$ cat src/axfr_pkg.sv
package axfr_pkg;

  localparam int unsigned CFG_IDX_W = 2;
  localparam int unsigned CFG_DATA_W = 16;

  localparam logic [CFG_IDX_W-1:0] CFG_MY_ADDRESS = 2'd0;
  localparam logic [CFG_IDX_W-1:0] CFG_TIMEOUT_TICKS = 2'd1;

  localparam logic [15:0] TIMEOUT_RESET = 16'd1000;
  localparam logic [6:0] ADDR_MASK = 7'h7F;
  localparam logic [7:0] HDR_BYTES = 8'd3;

  localparam logic [2:0] STATUS_OK = 3'd0;
  localparam logic [2:0] STATUS_CSUM_ERR = 3'd1;
  localparam logic [2:0] STATUS_TO_LENGTH = 3'd2;
  localparam logic [2:0] STATUS_TO_COMMAND = 3'd3;
  localparam logic [2:0] STATUS_TO_TAIL = 3'd4;
  localparam logic [2:0] STATUS_TOO_LONG = 3'd5;

endpackage

$ cat src/addressed_xor_frame_receiver_unit.sv
// Order: a status result caused by an accepted byte or tick transaction is registered
// and shown on the output the cycle after acceptance. The first payload result of a run
// follows a RAM read and then an output load, which waits while the output is held.
// Throughput: one input transaction per cycle while no payload run is active and the output
// is free; a payload run reads and loads its results one at a time and holds input off.
// Reset: control state and out_valid go to their reset values; the result data registers
// and the payload RAM are not cleared, a run only reads entries written by the same frame.
module addressed_xor_frame_receiver_unit #(
  parameter int unsigned PAYLOAD_MAX = 32
) (
  input  logic                                clk_i,
  input  logic                                rst_ni,
  input  logic                                in_valid_i,
  output logic                                in_ready_o,
  input  logic                                mode_i,
  input  logic [7:0]                          rx_byte_i,
  output logic                                out_valid_o,
  input  logic                                out_ready_i,
  output logic [2:0]                          status_o,
  output logic                                is_read_o,
  output logic [7:0]                          command_o,
  output logic [4:0]                          byte_index_o,
  output logic [7:0]                          payload_byte_o,
  output logic                                byte_valid_o,
  output logic                                last_o,
  input  logic                                cfg_valid_i,
  output logic                                cfg_ready_o,
  input  logic [axfr_pkg::CFG_IDX_W-1:0]      cfg_index_i,
  input  logic [axfr_pkg::CFG_DATA_W-1:0]     cfg_data_i
);

  localparam int unsigned AW = (PAYLOAD_MAX > 1) ? $clog2(PAYLOAD_MAX) : 1;
  localparam logic [7:0] LEN_MAX = 8'(PAYLOAD_MAX + 4);
  localparam logic [5:0] STORE_MAX = 6'(PAYLOAD_MAX);

  typedef enum logic [1:0] {
    P_ADDR,
    P_LENGTH,
    P_COMMAND,
    P_TAIL
  } phase_e;

  typedef enum logic [1:0] {
    S_IN,
    S_RD,
    S_LD
  } state_e;

  state_e      state_q, state_d;
  phase_e      phase_q, phase_d;
  logic [6:0]  my_addr_q, my_addr_d;
  logic [15:0] timeout_q, timeout_d;
  logic        read_flag_q, read_flag_d;
  logic [7:0]  frame_len_q, frame_len_d;
  logic [7:0]  cmd_q, cmd_d;
  logic [7:0]  xor_q, xor_d;
  logic [5:0]  tail_cnt_q, tail_cnt_d;
  logic [15:0] idle_q, idle_d;
  logic [5:0]  plen_q, plen_d;
  logic [5:0]  rd_idx_q, rd_idx_d;

  logic        out_valid_q, out_valid_d;
  logic [2:0]  out_status_q, out_status_d;
  logic        out_read_q, out_read_d;
  logic [7:0]  out_cmd_q, out_cmd_d;
  logic [4:0]  out_idx_q, out_idx_d;
  logic [7:0]  out_byte_q, out_byte_d;
  logic        out_bvalid_q, out_bvalid_d;
  logic        out_last_q, out_last_d;

  logic          in_acc;
  logic          out_free;
  logic [15:0]   limit;
  logic [15:0]   idle_inc;
  logic [7:0]    tail_total;
  logic [5:0]    plen_new;
  logic          ram_we;
  logic [AW-1:0] ram_waddr;
  logic          ram_re;
  logic [7:0]    ram_rdata;
  logic          run_last;

  assign out_free   = !out_valid_q || out_ready_i;
  assign in_ready_o = (state_q == S_IN) && out_free;
  assign in_acc     = in_valid_i && in_ready_o;
  assign cfg_ready_o = 1'b1;

  assign limit      = (timeout_q == 16'd0) ? 16'd1 : timeout_q;
  assign idle_inc   = (idle_q == 16'hFFFF) ? idle_q : idle_q + 16'd1;
  assign tail_total = (frame_len_q > axfr_pkg::HDR_BYTES) ? frame_len_q - axfr_pkg::HDR_BYTES
                                                          : 8'd0;
  assign plen_new   = (tail_total > 8'd0) ? 6'(tail_total - 8'd1) : 6'd0;
  assign ram_waddr  = tail_cnt_q[AW-1:0];
  assign run_last   = (rd_idx_q + 6'd1) == plen_q;

  always_comb begin
    state_d     = state_q;
    phase_d     = phase_q;
    my_addr_d   = my_addr_q;
    timeout_d   = timeout_q;
    read_flag_d = read_flag_q;
    frame_len_d = frame_len_q;
    cmd_d       = cmd_q;
    xor_d       = xor_q;
    tail_cnt_d  = tail_cnt_q;
    idle_d      = idle_q;
    plen_d      = plen_q;
    rd_idx_d    = rd_idx_q;
    ram_we      = 1'b0;
    ram_re      = 1'b0;

    out_valid_d  = out_valid_q && !out_ready_i;
    out_status_d = out_status_q;
    out_read_d   = out_read_q;
    out_cmd_d    = out_cmd_q;
    out_idx_d    = out_idx_q;
    out_byte_d   = out_byte_q;
    out_bvalid_d = out_bvalid_q;
    out_last_d   = out_last_q;

    if (cfg_valid_i) begin
      case (cfg_index_i)
        axfr_pkg::CFG_MY_ADDRESS:    my_addr_d = cfg_data_i[6:0];
        axfr_pkg::CFG_TIMEOUT_TICKS: timeout_d = cfg_data_i;
        default: ;
      endcase
    end

    case (state_q)
      S_IN: begin
        if (in_acc) begin
          // default shape of a single status result
          out_read_d   = read_flag_q;
          out_cmd_d    = cmd_q;
          out_idx_d    = 5'd0;
          out_byte_d   = 8'd0;
          out_bvalid_d = 1'b0;
          out_last_d   = 1'b1;
          if (mode_i) begin
            if (phase_q != P_ADDR) begin
              if (idle_inc >= limit) begin
                out_valid_d = 1'b1;
                case (phase_q)
                  P_LENGTH:  out_status_d = axfr_pkg::STATUS_TO_LENGTH;
                  P_COMMAND: out_status_d = axfr_pkg::STATUS_TO_COMMAND;
                  default:   out_status_d = axfr_pkg::STATUS_TO_TAIL;
                endcase
                phase_d = P_ADDR;
                idle_d  = 16'd0;
              end else begin
                idle_d = idle_inc;
              end
            end
          end else begin
            idle_d = 16'd0;
            case (phase_q)
              P_ADDR: begin
                if ((rx_byte_i[6:0] & axfr_pkg::ADDR_MASK) == my_addr_q) begin
                  read_flag_d = rx_byte_i[7];
                  xor_d       = rx_byte_i;
                  cmd_d       = 8'd0;
                  frame_len_d = 8'd0;
                  tail_cnt_d  = 6'd0;
                  phase_d     = P_LENGTH;
                end
              end
              P_LENGTH: begin
                frame_len_d = rx_byte_i;
                xor_d       = xor_q ^ rx_byte_i;
                if (rx_byte_i > LEN_MAX) begin
                  out_valid_d  = 1'b1;
                  out_status_d = axfr_pkg::STATUS_TOO_LONG;
                  out_cmd_d    = 8'd0;
                  phase_d      = P_ADDR;
                end else begin
                  phase_d = P_COMMAND;
                end
              end
              P_COMMAND: begin
                cmd_d      = rx_byte_i;
                xor_d      = xor_q ^ rx_byte_i;
                tail_cnt_d = 6'd0;
                if (tail_total == 8'd0) begin
                  phase_d      = P_ADDR;
                  out_valid_d  = 1'b1;
                  out_cmd_d    = rx_byte_i;
                  out_status_d = (xor_d != 8'd0) ? axfr_pkg::STATUS_CSUM_ERR
                                                 : axfr_pkg::STATUS_OK;
                end else begin
                  phase_d = P_TAIL;
                end
              end
              default: begin
                xor_d      = xor_q ^ rx_byte_i;
                ram_we     = tail_cnt_q < STORE_MAX;
                tail_cnt_d = tail_cnt_q + 6'd1;
                if ({2'b00, tail_cnt_d} >= tail_total) begin
                  phase_d = P_ADDR;
                  if (xor_d != 8'd0) begin
                    out_valid_d  = 1'b1;
                    out_status_d = axfr_pkg::STATUS_CSUM_ERR;
                  end else if (plen_new == 6'd0) begin
                    out_valid_d  = 1'b1;
                    out_status_d = axfr_pkg::STATUS_OK;
                  end else begin
                    plen_d   = plen_new;
                    rd_idx_d = 6'd0;
                    state_d  = S_RD;
                  end
                end
              end
            endcase
          end
        end
      end
      S_RD: begin
        ram_re  = 1'b1;
        state_d = S_LD;
      end
      S_LD: begin
        if (out_free) begin
          out_valid_d  = 1'b1;
          out_status_d = axfr_pkg::STATUS_OK;
          out_read_d   = read_flag_q;
          out_cmd_d    = cmd_q;
          out_idx_d    = rd_idx_q[4:0];
          out_byte_d   = ram_rdata;
          out_bvalid_d = 1'b1;
          out_last_d   = run_last;
          rd_idx_d     = rd_idx_q + 6'd1;
          state_d      = run_last ? S_IN : S_RD;
        end
      end
      default: state_d = S_IN;
    endcase
  end

  always_ff @(posedge clk_i or negedge rst_ni) begin
    if (!rst_ni) begin
      state_q     <= S_IN;
      phase_q     <= P_ADDR;
      my_addr_q   <= 7'd0;
      timeout_q   <= axfr_pkg::TIMEOUT_RESET;
      read_flag_q <= 1'b0;
      frame_len_q <= 8'd0;
      cmd_q       <= 8'd0;
      xor_q       <= 8'd0;
      tail_cnt_q  <= 6'd0;
      idle_q      <= 16'd0;
      plen_q      <= 6'd0;
      rd_idx_q    <= 6'd0;
      out_valid_q <= 1'b0;
    end else begin
      state_q     <= state_d;
      phase_q     <= phase_d;
      my_addr_q   <= my_addr_d;
      timeout_q   <= timeout_d;
      read_flag_q <= read_flag_d;
      frame_len_q <= frame_len_d;
      cmd_q       <= cmd_d;
      xor_q       <= xor_d;
      tail_cnt_q  <= tail_cnt_d;
      idle_q      <= idle_d;
      plen_q      <= plen_d;
      rd_idx_q    <= rd_idx_d;
      out_valid_q <= out_valid_d;
    end
  end

  always_ff @(posedge clk_i) begin
    out_status_q <= out_status_d;
    out_read_q   <= out_read_d;
    out_cmd_q    <= out_cmd_d;
    out_idx_q    <= out_idx_d;
    out_byte_q   <= out_byte_d;
    out_bvalid_q <= out_bvalid_d;
    out_last_q   <= out_last_d;
  end

  axfr_ram #(
    .WIDTH (8),
    .DEPTH (PAYLOAD_MAX)
  ) u_payload_ram (
    .clk_i   (clk_i),
    .we_i    (ram_we),
    .waddr_i (ram_waddr),
    .wdata_i (rx_byte_i),
    .re_i    (ram_re),
    .raddr_i (rd_idx_q[AW-1:0]),
    .rdata_o (ram_rdata)
  );

  assign out_valid_o    = out_valid_q;
  assign status_o       = out_status_q;
  assign is_read_o      = out_read_q;
  assign command_o      = out_cmd_q;
  assign byte_index_o   = out_idx_q;
  assign payload_byte_o = out_byte_q;
  assign byte_valid_o   = out_bvalid_q;
  assign last_o         = out_last_q;

  a_bvalid_ok: assert property (@(posedge clk_i) disable iff (!rst_ni)
    out_valid_q && out_bvalid_q |-> out_status_q == axfr_pkg::STATUS_OK)
    else $error("payload result with non-ok status");

  a_no_write_in_run: assert property (@(posedge clk_i) disable iff (!rst_ni)
    ram_we |-> state_q == S_IN)
    else $error("payload write during read-out run");

  a_idle_cleared: assert property (@(posedge clk_i) disable iff (!rst_ni)
    phase_q == P_ADDR |-> idle_q == 16'd0)
    else $error("idle count nonzero while awaiting address");

  a_run_index: assert property (@(posedge clk_i) disable iff (!rst_ni)
    state_q != S_IN |-> rd_idx_q < plen_q)
    else $error("read-out index beyond payload length");

endmodule

$ cat src/axfr_ram.sv
module axfr_ram #(
  parameter int unsigned WIDTH = 8,
  parameter int unsigned DEPTH = 32,
  localparam int unsigned AW = (DEPTH > 1) ? $clog2(DEPTH) : 1
) (
  input  logic             clk_i,
  input  logic             we_i,
  input  logic [AW-1:0]    waddr_i,
  input  logic [WIDTH-1:0] wdata_i,
  input  logic             re_i,
  input  logic [AW-1:0]    raddr_i,
  output logic [WIDTH-1:0] rdata_o
);

  logic [WIDTH-1:0] mem_q [DEPTH];
  logic [WIDTH-1:0] rdata_q;

  always_ff @(posedge clk_i) begin
    if (we_i) begin
      mem_q[waddr_i] <= wdata_i;
    end
    if (re_i) begin
      rdata_q <= mem_q[raddr_i];
    end
  end

  assign rdata_o = rdata_q;

endmodule

$ cat config.mk
export PLATFORM = sky130hd
export DESIGN_NAME = addressed_xor_frame_receiver_unit
export DESIGN_NICKNAME = d
export VERILOG_FILES = /design/src/axfr_pkg.sv /design/src/addressed_xor_frame_receiver_unit.sv /design/src/axfr_ram.sv
export SDC_FILE = /design/constraint.sdc
export NUM_CORES = 1
export LEC_CHECK = 0
export BUFFER_PORTS_ARGS = -buffer_cell sky130_fd_sc_hd__clkbuf_2
export CAP_MARGIN = 20
export CORE_MARGIN = 2
export CORE_UTILIZATION = 65
export CTS_BUF_LIST = sky130_fd_sc_hd__clkbuf_4
export CTS_CLUSTER_DIAMETER = 150
export DETAILED_ROUTE_END_ITERATION = 8
export GPL_TIMING_DRIVEN = 0
export PLACE_DENSITY = 0.83
export SLEW_MARGIN = 20
export SYNTH_ARGS = -nofsm -noshare
export SYNTH_HDL_FRONTEND = slang
export SYNTH_SLANG_ARGS = --single-unit
export TNS_END_PERCENT = 50
$ cat constraint.sdc
create_clock -name clk_i -period 8.9 [get_ports clk_i]
set_clock_uncertainty 0.15 [all_clocks]
set_input_delay 1.335 -clock clk_i [delete_from_list [all_inputs] [get_ports clk_i]]
set_output_delay 1.335 -clock clk_i [all_outputs]
set_load 0.05 [all_outputs]
; Word level (Yosys, flattened, before mapping)
; Memory sizes are Yosys's and may differ from the RTL's. A register that Yosys moved wholly into a read port is not among the register bits.
; Cells that the tools add are included.
[totals]
word_cells = 191
ramBits = 256
memories = 1
latch_bits = 0
register_bits = 114
input_bits = 32
romBits = 0
[memory_table]
columns = memory, words, word_bits, read_ports, rd_clocked_by_memory_dff, write_ports, line_no
row1 = u_payload_ram.mem_q, 32, 8, 1, 1, 1, axfr_ram.sv:15  ; logic [WIDTH-1:0] mem_q [DEPTH];
[classes]
order_cmp = 6
n_mul = 0
reduce_logical = 33
eq_ne = 26
shifts = 0
n_bitwise = 6
n_addsub = 5
mux = 94
n_div = 0
[ops]
columns = cell, n
row1 = 8-bit 2-to-1 mux, 11
row2 = 16-bit 2-to-1 mux, 5
row3 = 8-bit case mux with 2 select lines, 5
row4 = 6-bit 2-to-1 mux, 9
row5 = 3-bit 2-to-1 mux, 10
row6 = 2-bit 2-to-1 mux, 14
row7 = 1-bit 2-to-1 mux, 25
row8 = 5-bit AND reduction, 4
row9 = 6-bit case mux with 3 select lines, 1
row10 = "16-bit by 1-bit adder with 16-bit output, second input constant", 1
row11 = "16-bit equality test, second input constant", 1
row12 = 16-bit greater-or-equal comparator, 1
row13 = 16-bit logical NOT, 1
row14 = "2-bit != test, second input constant", 7
row15 = 7-bit AND reduction, 2
row16 = "6-bit by 1-bit adder with 6-bit output, second input constant", 2
row17 = 2-bit case mux with 3 select lines, 2
row18 = 3-bit case mux with 2 select lines, 2
row19 = 6-bit case mux with 2 select lines, 1
row20 = 5-bit 2-to-1 mux, 2
row21 = 5-bit case mux with 2 select lines, 1
row22 = 10-bit AND reduction, 1
row23 = 3-bit case mux with 3 select lines, 1
row24 = 6-bit by 8-bit greater-or-equal comparator with 1-bit output, 1
row25 = other kinds (35), 60

; Logic depth before layout (Yosys ltp)
; Gate-level depths: netlist of the first run.
[depth]
word_depth = 12
depth_mapped = 17

; Hierarchy
; A second synthesis of the first run with hierarchy kept.
[unflattened]
cells_unflattened = 1085
area_unflattened_um2 = 16931.2
[modules_own_cells]
columns = mod, cells_per_inst, seq_area_each_um2, area_each_um2, n_inst
row1 = axfr_ram, 417, 7927.6, 10133.5, 1
row2 = addressed_xor_frame_receiver_unit, 668, 2995.4, 6797.8, 1

; Worst setup path before layout of the first run
; OpenSTA, ideal clock, no wires.
[synth_timing]
path_type = input-to-reg
from = input out_ready_i
to = memory u_payload_ram.mem_q[10][0], enable pin
path_slack_ns = 4.416
arrival_ns = 3.963
stages = 6
path_cell_list = nor2b_1 > nor3_1 > nand3_1 > nor3b_1 > nand2_1 > nor2_1
[synth_via]
elab_chain_len = 7
[synth_rtl]
columns = item, line_no
row1 = start: declaration, addressed_xor_frame_receiver_unit.sv:18  ; input logic out_ready_i,
row2 = 1-bit logical OR, addressed_xor_frame_receiver_unit.sv:83  ; assign out_free = !out_valid_q || out_ready_i;
row3 = 1-bit logical AND, addressed_xor_frame_receiver_unit.sv:84  ; assign in_ready_o = (state_q == S_IN) && out_free;
row4 = net in_ready_o, addressed_xor_frame_receiver_unit.sv:14  ; output logic in_ready_o,
row5 = 1-bit logical AND, addressed_xor_frame_receiver_unit.sv:85  ; assign in_acc = in_valid_i && in_ready_o;
row6 = 1-bit 2-to-1 mux, addressed_xor_frame_receiver_unit.sv:131  ; if (in_acc) begin
row7 = 1-bit 2-to-1 mux, addressed_xor_frame_receiver_unit.sv:129  ; case (state_q)
row8 = 1-bit 2-to-1 mux, axfr_ram.sv:19  ; if (we_i) begin
row9 = 1-bit 2-to-1 mux (not written as such), axfr_ram.sv:20  ; mem_q[waddr_i] <= wdata_i;
row10 = end: declaration, axfr_ram.sv:15
; The timed path passes the listed nets, and every way through them passes these cells.

; Worst setup path after layout of the first run
[layout_timing]
from = register idle_q[3]
to = register out_status_q[2] (netlist: status_o[2]), enable pin
[layout_via]
elab_chain_len = 5
elab_cells_between_ends = 6
[layout_rtl]
columns = item, line_no
row1 = start: declaration, addressed_xor_frame_receiver_unit.sv:58  ; logic [15:0] idle_q, idle_d;
row2 = start signal: assignment, addressed_xor_frame_receiver_unit.sv:263  ; idle_q <= idle_d;
row3 = 16-bit by 1-bit adder with 16-bit output / 16-bit equality test (equally long branches), addressed_xor_frame_receiver_unit.sv:89  ; assign idle_inc = (idle_q == 16'hFFFF) ? idle_q : idle_q + 16'd1;
row4 = 16-bit 2-to-1 mux (*), addressed_xor_frame_receiver_unit.sv:89
row5 = 16-bit greater-or-equal comparator (*), addressed_xor_frame_receiver_unit.sv:141  ; if (idle_inc >= limit) begin
row6 = 3-bit by 2-bit != test with 1-bit output (no source line) (*), n/a
row7 = 10-bit AND reduction (no source line) (*), n/a
row8 = end signal: assignment, addressed_xor_frame_receiver_unit.sv:271  ; out_status_q <= out_status_d;
row9 = end: declaration, addressed_xor_frame_receiver_unit.sv:63  ; logic [2:0] out_status_q, out_status_d;
; Mark *: on every way between the ends. The rest lies on a longest branch, timed or not.
; A chain may end at the register's enable or synchronous reset.

==> results.md, run 1 <==
* FF-to-FF setup slack at 4050 ps
* Top cells by area, synth: edfxtp_1 52%, dfrtp_1 12%, mux4_2 11%
* Yosys reg bits at 378
* Post-synth EDFFs at 291
* Fin. max-slew vios at 0
* Critical Path Source: idle_q[3]
* # IOs at 62
* Share of the synthesized area in the top cell type at 0.520
* Setup ws final at 4050 ps
* Critical Path End: status_o[2]
* CTS Root Cell: clkbuf_4
* Critical path arrival at 5090 ps
* Placer Congestion at 0.881
* Chip Height at 165 um
* CTS tree: built
* Total track usage at 0.286
* Slew headroom at 0.325
* Setup CP Type: reg -> reg
* Number of post-CTS setup repair buffers at 0
* Initial Util at 0.666
* R2R Path End: status_o[2]
* NetSw at 1.27 mW
* CP max FO at 10
* Status: complete, no violations
* Setup TNS at 0 ps
* DRC viols at 0
* Reg2reg start: idle_q[3]
* Yosys top cell by area: edfxtp_1
* Wire length per cell at 22.7 um
* Switching Share at 0.295
* DR iter-0 viols at 1150
* Ys async rst share at 0.230
* H-tree levels at 3
* Clk sink count at 378
* Pint at 3.04 mW
* Synth unique cells at 72
* Final WL at 37200 um
* RSZ-0062 raised after global routing: no
* CP required at 9140 ps
* Vias at 10.3k
* PwrDens at 231 nW/um^2
* Fin crit share at 0.545
* Pleak at 6.79 nW
* Core ar. at 25300 um^2
* FMAX at 206 MHz
* Synth warn at 0
* HP Class: reg -> reg
* Number of detailed-route iterations in the first pass at 5
* Setup WS pre-CTS at 4150 ps
* Die width at 165 um
* Synthesized cell area at 16800 um^2
* Layout cells sized above 1 at 0.273
* Congestion Overflow GR at 0
* Top_reg_cell synth: edfxtp_1
* First-pass GRT wire length at 56700 um
* Combinational fraction of design power at 0.198
* Reg2Reg Depth at 16
* Vias/cell at 6.30
* Minimum clock period at 4850 ps
* CTS max path bufs at 3
* Synth Instances at 1083
* Post-CTS Resized at 0
* Fin. Hold Viols at 0
* Placed wire-length estimate at 24600 um
* Worst-Margin Slew at 1010 ps
* Setup violations, final at 0
* Sequential fraction of the synthesis area at 0.650
* Startpoint Class: flip-flop
* Mean Syn Cell Area at 15.5 um^2
* Area grow syn2layout at 11.3%
* VDD IR-drop max at 0.194 mV
* Clock power frac at 0.328
* Clock latency on the worst-skew pair at 770 ps
* # port buffers at 59
* Vias in the first global route at 10.3k
* Post-synth net total at 1149
* # rows at 58
* Hold Buf Count CTS at 0
* Flop pwr share at 0.474
* Number of max-cap violations at 0
* Initial antenna violation count at 3
* Final net count at 1304
* Worst setup EP type: flip-flop
* Maximum number of pins on one net before global-route repair at 88
* CTS Buf Count at 93
* Die area at 27200 um^2
* Clock-pin slew on the worst setup and hold paths at 70 ps
* Post-route ant nets at 0
* Filler cells at 1552
## worst min path at each step
stage / start / end / slack, ps / depth (start not counted)
after floorplan: read_flag_q / is_read_o / 270 / 0
after global placement: read_flag_q / is_read_o / 300 / 0
after detailed placement: read_flag_q / is_read_o / 290 / 0
after CTS: read_flag_q / is_read_o / 300 / 0
after global routing: read_flag_q / is_read_o / 310 / 0
final: read_flag_q / is_read_o / 300 / 0
## worst max-delay path, stage by stage (launching register included)
cell and delay, ps:
dfrtp_1 310, buf_2 180, and4_1 290, nand4_1 220, nor4_2 530, nor2_1 120, clkbuf_1 260, nand3_1 190
xnor2_1 100, ha_1 300, nand2_1 60, nor2_1 130, nand2_1 70, o31ai_1 510, clkbuf_1 480, a21oi_1 140
a211oi_1 450
## cell usage in the layout, fill, tap and decap left out, types with 17 or more instances in the layout
cell type	instances
inv_1	29
nand2_1	42
clkbuf_2	60
and2_1	21
xor2_1	17
a21oi_1	42
o21ai_0	38
nand3_1	26
xnor2_1	28
mux4_2	80
a22o_1	32
mux2_2	33
clkbuf_1	46
edfxtp_1	291
clkinv_1	19
ha_1	34
dfrtp_1	81
clkbuf_4	133
nor2_1	75
## routing by layer
metal | wire (um) | track usage | up-vias
li1 | - | - | 4576
met2 | 18000 | 0.455 | 559
met5 | 0 | 0.00379 | -
met3 | 3450 | 0.0736 | 104
met4 | 1330 | 0.129 | 0
met1 | 14500 | 0.377 | 5077
## kinds of logic after synthesis
group           count (synthesis)  synth area share
compound gates                167            0.0662
xor+xnor                       45            0.0234
fa+ha+maj                      34            0.0253
buf+inv                        96            0.0255
flops                         378             0.650
mux                           122             0.136
other cells                     1          0.000223
simple gates                  240            0.0731
## synth_stat cells (6+ instances only)
cell and instances:
a21oi_1 42, edfxtp_1 291, nor2_1 75, dfstp_2 6, and2_1 21, mux2_4 6
buf_1 6, o2bb2ai_1 6, o31ai_1 10, mux2_2 33, ha_1 34, nand3b_1 8
nand2b_1 8, clkbuf_1 46, nor3_1 16, inv_1 30, xnor2_1 28, nand2_1 42
mux4_2 80, xor2_1 17, a22o_1 32, dfrtp_1 81, o21ai_0 38, nand3_1 26
## registers in the layout, indices dropped and copies added (netlist names), 2 cells and up
| signal | flops |
|---|---|
| xor_q | 8 |
| tail_cnt_q | 6 |
| frame_len_q | 8 |
| command_o | 8 |
| rd_idx_q | 6 |
| byte_index_o | 5 |
| timeout_q | 16 |
| cmd_q | 8 |
| status_o | 3 |
| my_addr_q | 7 |
| state_q | 2 |
| u_payload_ram.mem_q | 256 |
| payload_byte_o | 8 |
| plen_q | 6 |
| phase_q | 2 |
| idle_q | 16 |
| u_payload_ram.rdata_o | 8 |
## power groups by stage
stage | registers [mW] | logic (mW) | clock network [mW]
3_3_place_gp | 2.08 | 0.829 | 0
6_report | 2.04 | 0.854 | 1.42
4_1_cts | 2.04 | 0.848 | 1.44
2_1_floorplan | 2.09 | 0.614 | 0
3_5_place_dp | 2.08 | 0.846 | 0
5_1_grt | 2.05 | 0.958 | 1.53
## area by class of cell
class,count,area (um^2),area share
clock inverter,30,171,0.00916
buffer,66,317,0.0169
timing repair buffer,60,309,0.0165
inverter,30,113,0.00602
antenna,2,5.00,0.000268
multi-input combinational,609,5460,0.292
tap,330,413,0.0221
sequential,378,10900,0.584
clock buffer,133,998,0.0534
## stage by stage
step                 util  std cells  cell area [um^2]  power, mW  hold WS, ps
floorplan               -       1083             16800       2.70          271
global placement    0.694       1472             17500       2.90          298
detailed placement  0.694       1472             17500       2.92          290
CTS                 0.740       1635             18700       4.33          301
global route        0.741       1638             18700       4.54          312
finish              0.741       1638             18700       4.32          297
Power figures use the tool's default switching activity.
==> inputs of run 2 (changes only) <==
--- a/config.mk
+++ b/config.mk
@@ -5,15 +5,16 @@
 export SDC_FILE = /design/constraint.sdc
 export NUM_CORES = 1
 export LEC_CHECK = 0
+export ABC_AREA = 1
 export BUFFER_PORTS_ARGS = -buffer_cell sky130_fd_sc_hd__clkbuf_2
 export CAP_MARGIN = 20
 export CORE_MARGIN = 2
-export CORE_UTILIZATION = 65
+export CORE_UTILIZATION = 64
 export CTS_BUF_LIST = sky130_fd_sc_hd__clkbuf_4
 export CTS_CLUSTER_DIAMETER = 150
 export DETAILED_ROUTE_END_ITERATION = 8
 export GPL_TIMING_DRIVEN = 0
-export PLACE_DENSITY = 0.83
+export PLACE_DENSITY = 0.82
 export SLEW_MARGIN = 20
 export SYNTH_ARGS = -nofsm -noshare
 export SYNTH_HDL_FRONTEND = slang
==> constraint.sdc (replaced) <==
create_clock -name clk_i -period 4.8 [get_ports clk_i]
set_clock_uncertainty 0.15 [all_clocks]
set_input_delay 0.72 -clock clk_i [delete_from_list [all_inputs] [get_ports clk_i]]
set_output_delay 0.72 -clock clk_i [all_outputs]
set_load 0.05 [all_outputs]
==> run 2 against run 1 <==
Net effect: setup slack lost 3700 ps; critical path depth increased by 8; non-clock buffer count is 5 higher; final cell count increased by 30%; global-route usage increased by 4.1 points; synthesized cell count grew 45%; combinational power rose to 4.9 times the previous value; clock power rose by 92%; critical endpoint is now idle_q[7]; highest routed layer unchanged; flip-flop and latch count unchanged; die area rose by 1.6%.
==> results.md, run 2 <==
* Status: complete, no violations
* Number of post-CTS setup repair buffers at 0
* Area of the multi-input gates at 5110 um^2
* # rows at 59
* Reg2reg start: idle_q[3]
* Chip Height at 166 um
* VDD IR-drop max at 0.555 mV
* H-tree levels at 3
* Synth unique cells at 51
* Congestion Overflow GR at 0
* Vias in the first global route at 13.1k
* Fin. Hold Viols at 0
* Yosys reg bits at 378
* Max FFs per register at 256
* Synth Instances at 1567
* Slew headroom at 0.263
* Total track usage at 0.327
* CP max FO at 6
* FMAX at 225 MHz
* Fin. max-slew vios at 0
* Placed cell areas at 17500 um^2
* Number of max-cap violations at 0
* CP required at 5270 ps
* Total power at 11.0 mW
* Area grow syn2layout at 11.9%
* Hold WS at 59.4 ps
* Minimum clock period at 4450 ps
* PwrDens at 583 nW/um^2
* Post-synth net total at 1633
* Clock latency on the worst-skew pair at 740 ps
* CTS Buf Count at 95
* Top-count cell post-synth: edfxtp_1
* Core ar. at 25900 um^2
* Reg2Reg Depth at 24
* CTS Root Cell: clkbuf_4
* Mean Syn Cell Area at 10.7 um^2
* Most frequent cells after synthesis: 291 x edfxtp_1, 258 x nor2_1, 202 x o21ai_0
* Final WL at 45300 um
* Synth warn at 0
* First-pass GRT wire length at 69400 um
* Clock-pin slew on the worst setup and hold paths at 60 ps
* Startpoint Class: flip-flop
* Top cells by area, synth: edfxtp_1 52%, dfrtp_1 12%, o21ai_0 6.0%
* Worst setup EP type: flip-flop
* Final net count at 1791
* Filler cells at 1853
* Number of detailed-route iterations in the first pass at 7
* DR iter-0 viols at 1468
* Share of the synthesized area in the top cell type at 0.520
* Yosys top cell by area: edfxtp_1
* # IOs at 62
* Post-route ant nets at 0
* Pleak at 7.33 nW
* FF-to-FF setup slack at 350 ps
* Top reg by flops: u_payload_ram.mem_q
* Ys async rst share at 0.230
* Initial antenna violation count at 1
* # port buffers at 59
* Setup CP Type: reg -> reg
* Synthesized cell area at 16800 um^2
* Sequential fraction of the synthesis area at 0.650
* Largest regs: u_payload_ram.mem_q (256), idle_q (16), timeout_q (16)
* CTS max path bufs at 3
* CTS tree: built
* HP Class: in -> reg
* Worst-Margin Slew at 1100 ps
* Reg area at 10900 um^2
* DRC viols at 0
* Most common cell after layout, fill and taps aside: edfxtp_1
* Hold Path Cell Cnt at 3
* Commonest non-fill, non-tap cells in the layout: 291 x edfxtp_1, 257 x nor2_1, 202 x o21ai_0
* Wire length per cell at 21.2 um
* Setup violations, final at 0
* Critical path arrival at 4920 ps
* Vias/cell at 6.12
* Worst hold path endpoint: timeout_q[7]
* Setup TNS at 0 ps
* Maximum number of pins on one net before global-route repair at 88
* Post-synth EDFFs at 291
* Clk sink count at 378
* Placer Congestion at 0.969
* Hold Crit Start: cfg_data_i[7]
* Vias at 13.1k
* Placed wire-length estimate at 29900 um
* Initial Util at 0.649
* RSZ-0062 raised after global routing: no
* Die width at 166 um
* Layout cells sized above 1 at 0.137
* Top_reg_cell synth: edfxtp_1
* Die area at 27600 um^2
* Fin crit share at 0.928
* Final Instance Area at 18800 um^2
* R2R Path End: idle_q[7]
[run 2: worst max-delay path: stages, from the launching register on]
cell,delay [ps]
dfrtp_1,420
nand2_1,110
inv_1,100
nand2_1,80
nor2_1,150
nand2_1,120
inv_1,100
nand4_1,260
inv_1,170
nor2_1,70
nand4_1,90
xor2_1,280
inv_1,100
ha_1,320
nand2_1,100
nor2_1,50
nand2_1,60
o211ai_1,100
nand2_1,70
nand2_1,40
a21oi_1,410
nand2_1,290
nor2_2,340
inv_1,170
o21ai_1,160
[run 2: logic make-up (layout without fill, tap and decap cells)]
group           after synthesis  in the layout  synth area share
fa+ha+maj                    34             34            0.0253
other cells                   1              2          0.000223
simple gates                534            534             0.134
flops                       378            378             0.650
compound gates              383            383             0.127
xor+xnor                     33             33            0.0172
buf+inv                     204            437            0.0468
[run 2: how the worst max path moves through the flow]
stage / startpoint / to / slack (ps) / cells after the start
CTS: idle_q[3] / idle_q[7] / 350 / 24
floorplan: idle_q[2] / status_o[0] / 1620 / 20
global route: idle_q[3] / idle_q[7] / 80 / 24
finish: idle_q[3] / idle_q[7] / 350 / 24
global placement: idle_q[0] / idle_q[0] / 460 / 23
detailed placement: idle_q[0] / idle_q[7] / 430 / 23
[run 2: per-stage QoR]
stage	cells	utilization	worst slack (ps)
finish	2136	0.726	346
global route	2136	0.726	75.2
CTS	2134	0.725	351
detailed placement	1961	0.677	427
global placement	1961	0.677	460
floorplan	1567	-	1620
[run 2: per-layer routing]
metal  global-route usage  share of wire
met2                0.540           0.48
met1                0.407           0.37
met3               0.0682           0.10
met4                0.183          0.052
met5                    0              0
[run 2: power by group]
part / internal (mW) / switching, mW / leakage (nW) / total [mW]
Sequential: 3.92 / 0.177 / 3.75 / 4.09
Combinational: 1.12 / 3.02 / 2.86 / 4.15
Clock: 1.44 / 1.29 / 0.722 / 2.73
Total: 6.48 / 4.49 / 7.33 / 11.0
[run 2: area by class of cell]
class | instances | area share
Multi-Input combinational cell | 985 | 0.272
Clock buffer | 139 | 0.0555
Sequential cell | 378 | 0.581
Timing Repair Buffer | 61 | 0.0182
Tap cell | 335 | 0.0223
Buffer | 70 | 0.0151
Inverter | 134 | 0.0267
Antenna cell | 1 | 0.000133
Clock inverter | 33 | 0.00998
[run 2: timing repair]
action                                 CTS  global route
gates resized for setup                  0             1
hold buffers                             1             0
setup endpoints to repair                0             5
endpoints found under the hold margin   81             0
==> inputs of run 3 (changes only) <==
--- a/config.mk
+++ b/config.mk
@@ -9,12 +9,12 @@
 export BUFFER_PORTS_ARGS = -buffer_cell sky130_fd_sc_hd__clkbuf_2
 export CAP_MARGIN = 20
 export CORE_MARGIN = 2
-export CORE_UTILIZATION = 64
+export CORE_UTILIZATION = 65
 export CTS_BUF_LIST = sky130_fd_sc_hd__clkbuf_4
 export CTS_CLUSTER_DIAMETER = 150
 export DETAILED_ROUTE_END_ITERATION = 8
 export GPL_TIMING_DRIVEN = 0
-export PLACE_DENSITY = 0.82
+export PLACE_DENSITY = 0.83
 export SLEW_MARGIN = 20
 export SYNTH_ARGS = -nofsm -noshare
 export SYNTH_HDL_FRONTEND = slang
==> constraint.sdc (replaced) <==
create_clock -name clk_i -period 5.67 [get_ports clk_i]
set_clock_uncertainty 0.15 [all_clocks]
set_input_delay 0.8505 -clock clk_i [delete_from_list [all_inputs] [get_ports clk_i]]
set_output_delay 0.8505 -clock clk_i [all_outputs]
set_load 0.05 [all_outputs]
==> run 3 against run 2 <==
Net effect: maximum frequency about the same; wire length increased by 0.35%; final cell count down 0.14%; core utilization up 1.4 points; largest cell class unchanged; first-iteration DRC count is 4.6% higher; register-to-register slack improved by 870 ps; sequential share of layout area rose by 0.18 points.
==> results.md, run 3 (synthesized netlist as in run 2, its figures left out) <==
* Setup WS pre-CTS at 1360 ps
* WL met2 at 21800 um
* Maximum number of pins on one net before global-route repair at 88
* Crit-path cells: ha_1 -> nand2_1 -> nor2_1 -> nand2_1 -> inv_1 -> nand4_1 -> inv_1 -> nor2_1 -> nand4_1 -> xor2_1 -> inv_1 -> ha_1 -> nand2_1 -> nor2_1 -> nand2_1 -> o211ai_1 -> nand2_1 -> nand2_1 -> a21oi_1 -> nand2_1 -> nor2_1 -> inv_1 -> o22ai_1
* Layout cells sized above 1 at 0.143
* Number of detailed-route iterations in the first pass at 6
* Clock latency on the worst-skew pair at 760 ps
* Vias/cell at 6.10
* Commonest non-fill, non-tap cells in the layout: 291 x edfxtp_1, 258 x nor2_1, 202 x o21ai_0
* CP max FO at 6
* Setup CP Type: reg -> reg
* Startpoint Class: flip-flop
* Final WL at 45500 um
* Status: complete, no violations
* First-pass GRT wire length at 69100 um
* RSZ-0062 raised after global routing: no
* Largest regs: u_payload_ram.mem_q (256), idle_q (16), timeout_q (16)
* CTS max path bufs at 3
* Critical path arrival at 4910 ps
* Critical path's top delay family: simple AND/OR/NAND/NOR gates
* Met1 wire length at 16700 um
* Critical path's largest stage delay at 440 ps
* Hold Crit Start: cfg_data_i[9]
* Clock-pin slew on the worst setup and hold paths at 60 ps
* Initial antenna violation count at 1
* Minimum clock period at 4450 ps
* Finished Layout Cells at 2133
* # rows at 58
* Max layer used: met4
* Placed cell count at 1956
* Worst-Margin Slew at 1020 ps
* DR iter-0 viols at 1535
* Worst path slowest cell: a21oi_1
* FMAX at 225 MHz
* Slew headroom at 0.320
* PwrDens at 490 nW/um^2
* H-tree levels at 3
* Post-route ant nets at 0
* Die width at 165 um
* CTS tree: built
* Pleak at 7.33 nW
* VDD IR-drop max at 0.355 mV
* Total track usage at 0.344
* Top cell by count, worst path: nand2_1
* Core ar. at 25300 um^2
* Congestion Overflow GR at 0
* Fin. Hold Viols at 0
* Vias in the first global route at 12.9k
* Die area at 27200 um^2
* Placer Congestion at 1.00
* Setup ws final at 1220 ps
* # port buffers at 59
* Setup TNS at 0 ps
* Wire length per cell at 21.3 um
* Most common cell after layout, fill and taps aside: edfxtp_1
* Max FFs per register at 256
* Fin crit share at 0.785
* Worst setup EP type: flip-flop
* Placed wire-length estimate at 30000 um
* HP Class: in -> reg
* Setup violations, final at 0
* Vias at 13.0k
* Post-CTS Resized at 0
* DRC viols at 0
* Final Instance Area at 18800 um^2
* # IOs at 62
* CTS Root Cell: clkbuf_4
* Fin. max-slew vios at 0
* Final net count at 1788
* CP required at 6130 ps
* Critical Path Source: idle_q[0]
* Reg2reg start: idle_q[0]
* CTS Buf Count at 93
* Worst path bufs/invs at 4
* Clk sink count at 378
* Placed cell areas at 17500 um^2
* Area grow syn2layout at 11.5%
* Top reg by flops: u_payload_ram.mem_q
* Initial Util at 0.664
* Routed wl met3 at 4760 um
* Chip Height at 165 um
* Number of max-cap violations at 0
## run 3: cell types whose count changed in the layout (fill, tap and decap cells not counted), sizes merged
cell	delta
buf	-1
clkbuf	+1
inv	+4
bufinv	-2
clkinvlp	+1
clkinv	-1
## run 3: metrics by stage
step	total power [mW]	hold WS [ps]	util
final	9.20	216	0.741
after global routing	9.67	189	0.741
after CTS	9.13	161	0.740
after detailed placement	6.89	297	0.692
after global placement	6.76	299	0.692
after floorplan	5.80	275	-
## run 3: repair_timing
action	CTS	global route
endpoints found under the hold margin	7	0
hold buffers	1	0
buffers inserted	0	0
## run 3: worst paths after layout
check	cells past startpoint	end	slack (ps)
min in group asynchronous	2	cmd_q[4]	550
max in group asynchronous	2	xor_q[7]	4240
worst max register to register	23	idle_q[3]	1220
worst min-delay path	3	timeout_q[9]	220
worst max-delay path	23	idle_q[3]	1220
worst min register to register	0	is_read_o	310
## run 3: final cells by class
type,count,area [um^2]
fill,1735,6570
timing repair buffer,60,314
inverter,134,503
buffer,70,284
clock buffer,140,1050
tap,330,413
sequential,378,10900
multi-input combinational,985,5110
clock inverter,35,158
antenna,1,2.50
## run 3: power by group
part,total [mW],leakage (nW),internal (mW),switching (mW)
combinational,3.46,2.85,0.924,2.54
clock,2.26,0.732,1.14,1.12
sequential,3.48,3.75,3.32,0.161
total,9.20,7.33,5.38,3.82
## run 3: per-layer routing
layer / track usage / up-vias
met3: 0.0784 / 163
li1: - / 5890
met4: 0.172 / 0
met5: 0 / -
met1: 0.432 / 6138
met2: 0.565 / 812
## run 3: tightest hold or removal path, cell delays in order
cell	delay, ps
clkbuf_2	80
nor2_1	100
a21oi_1	50
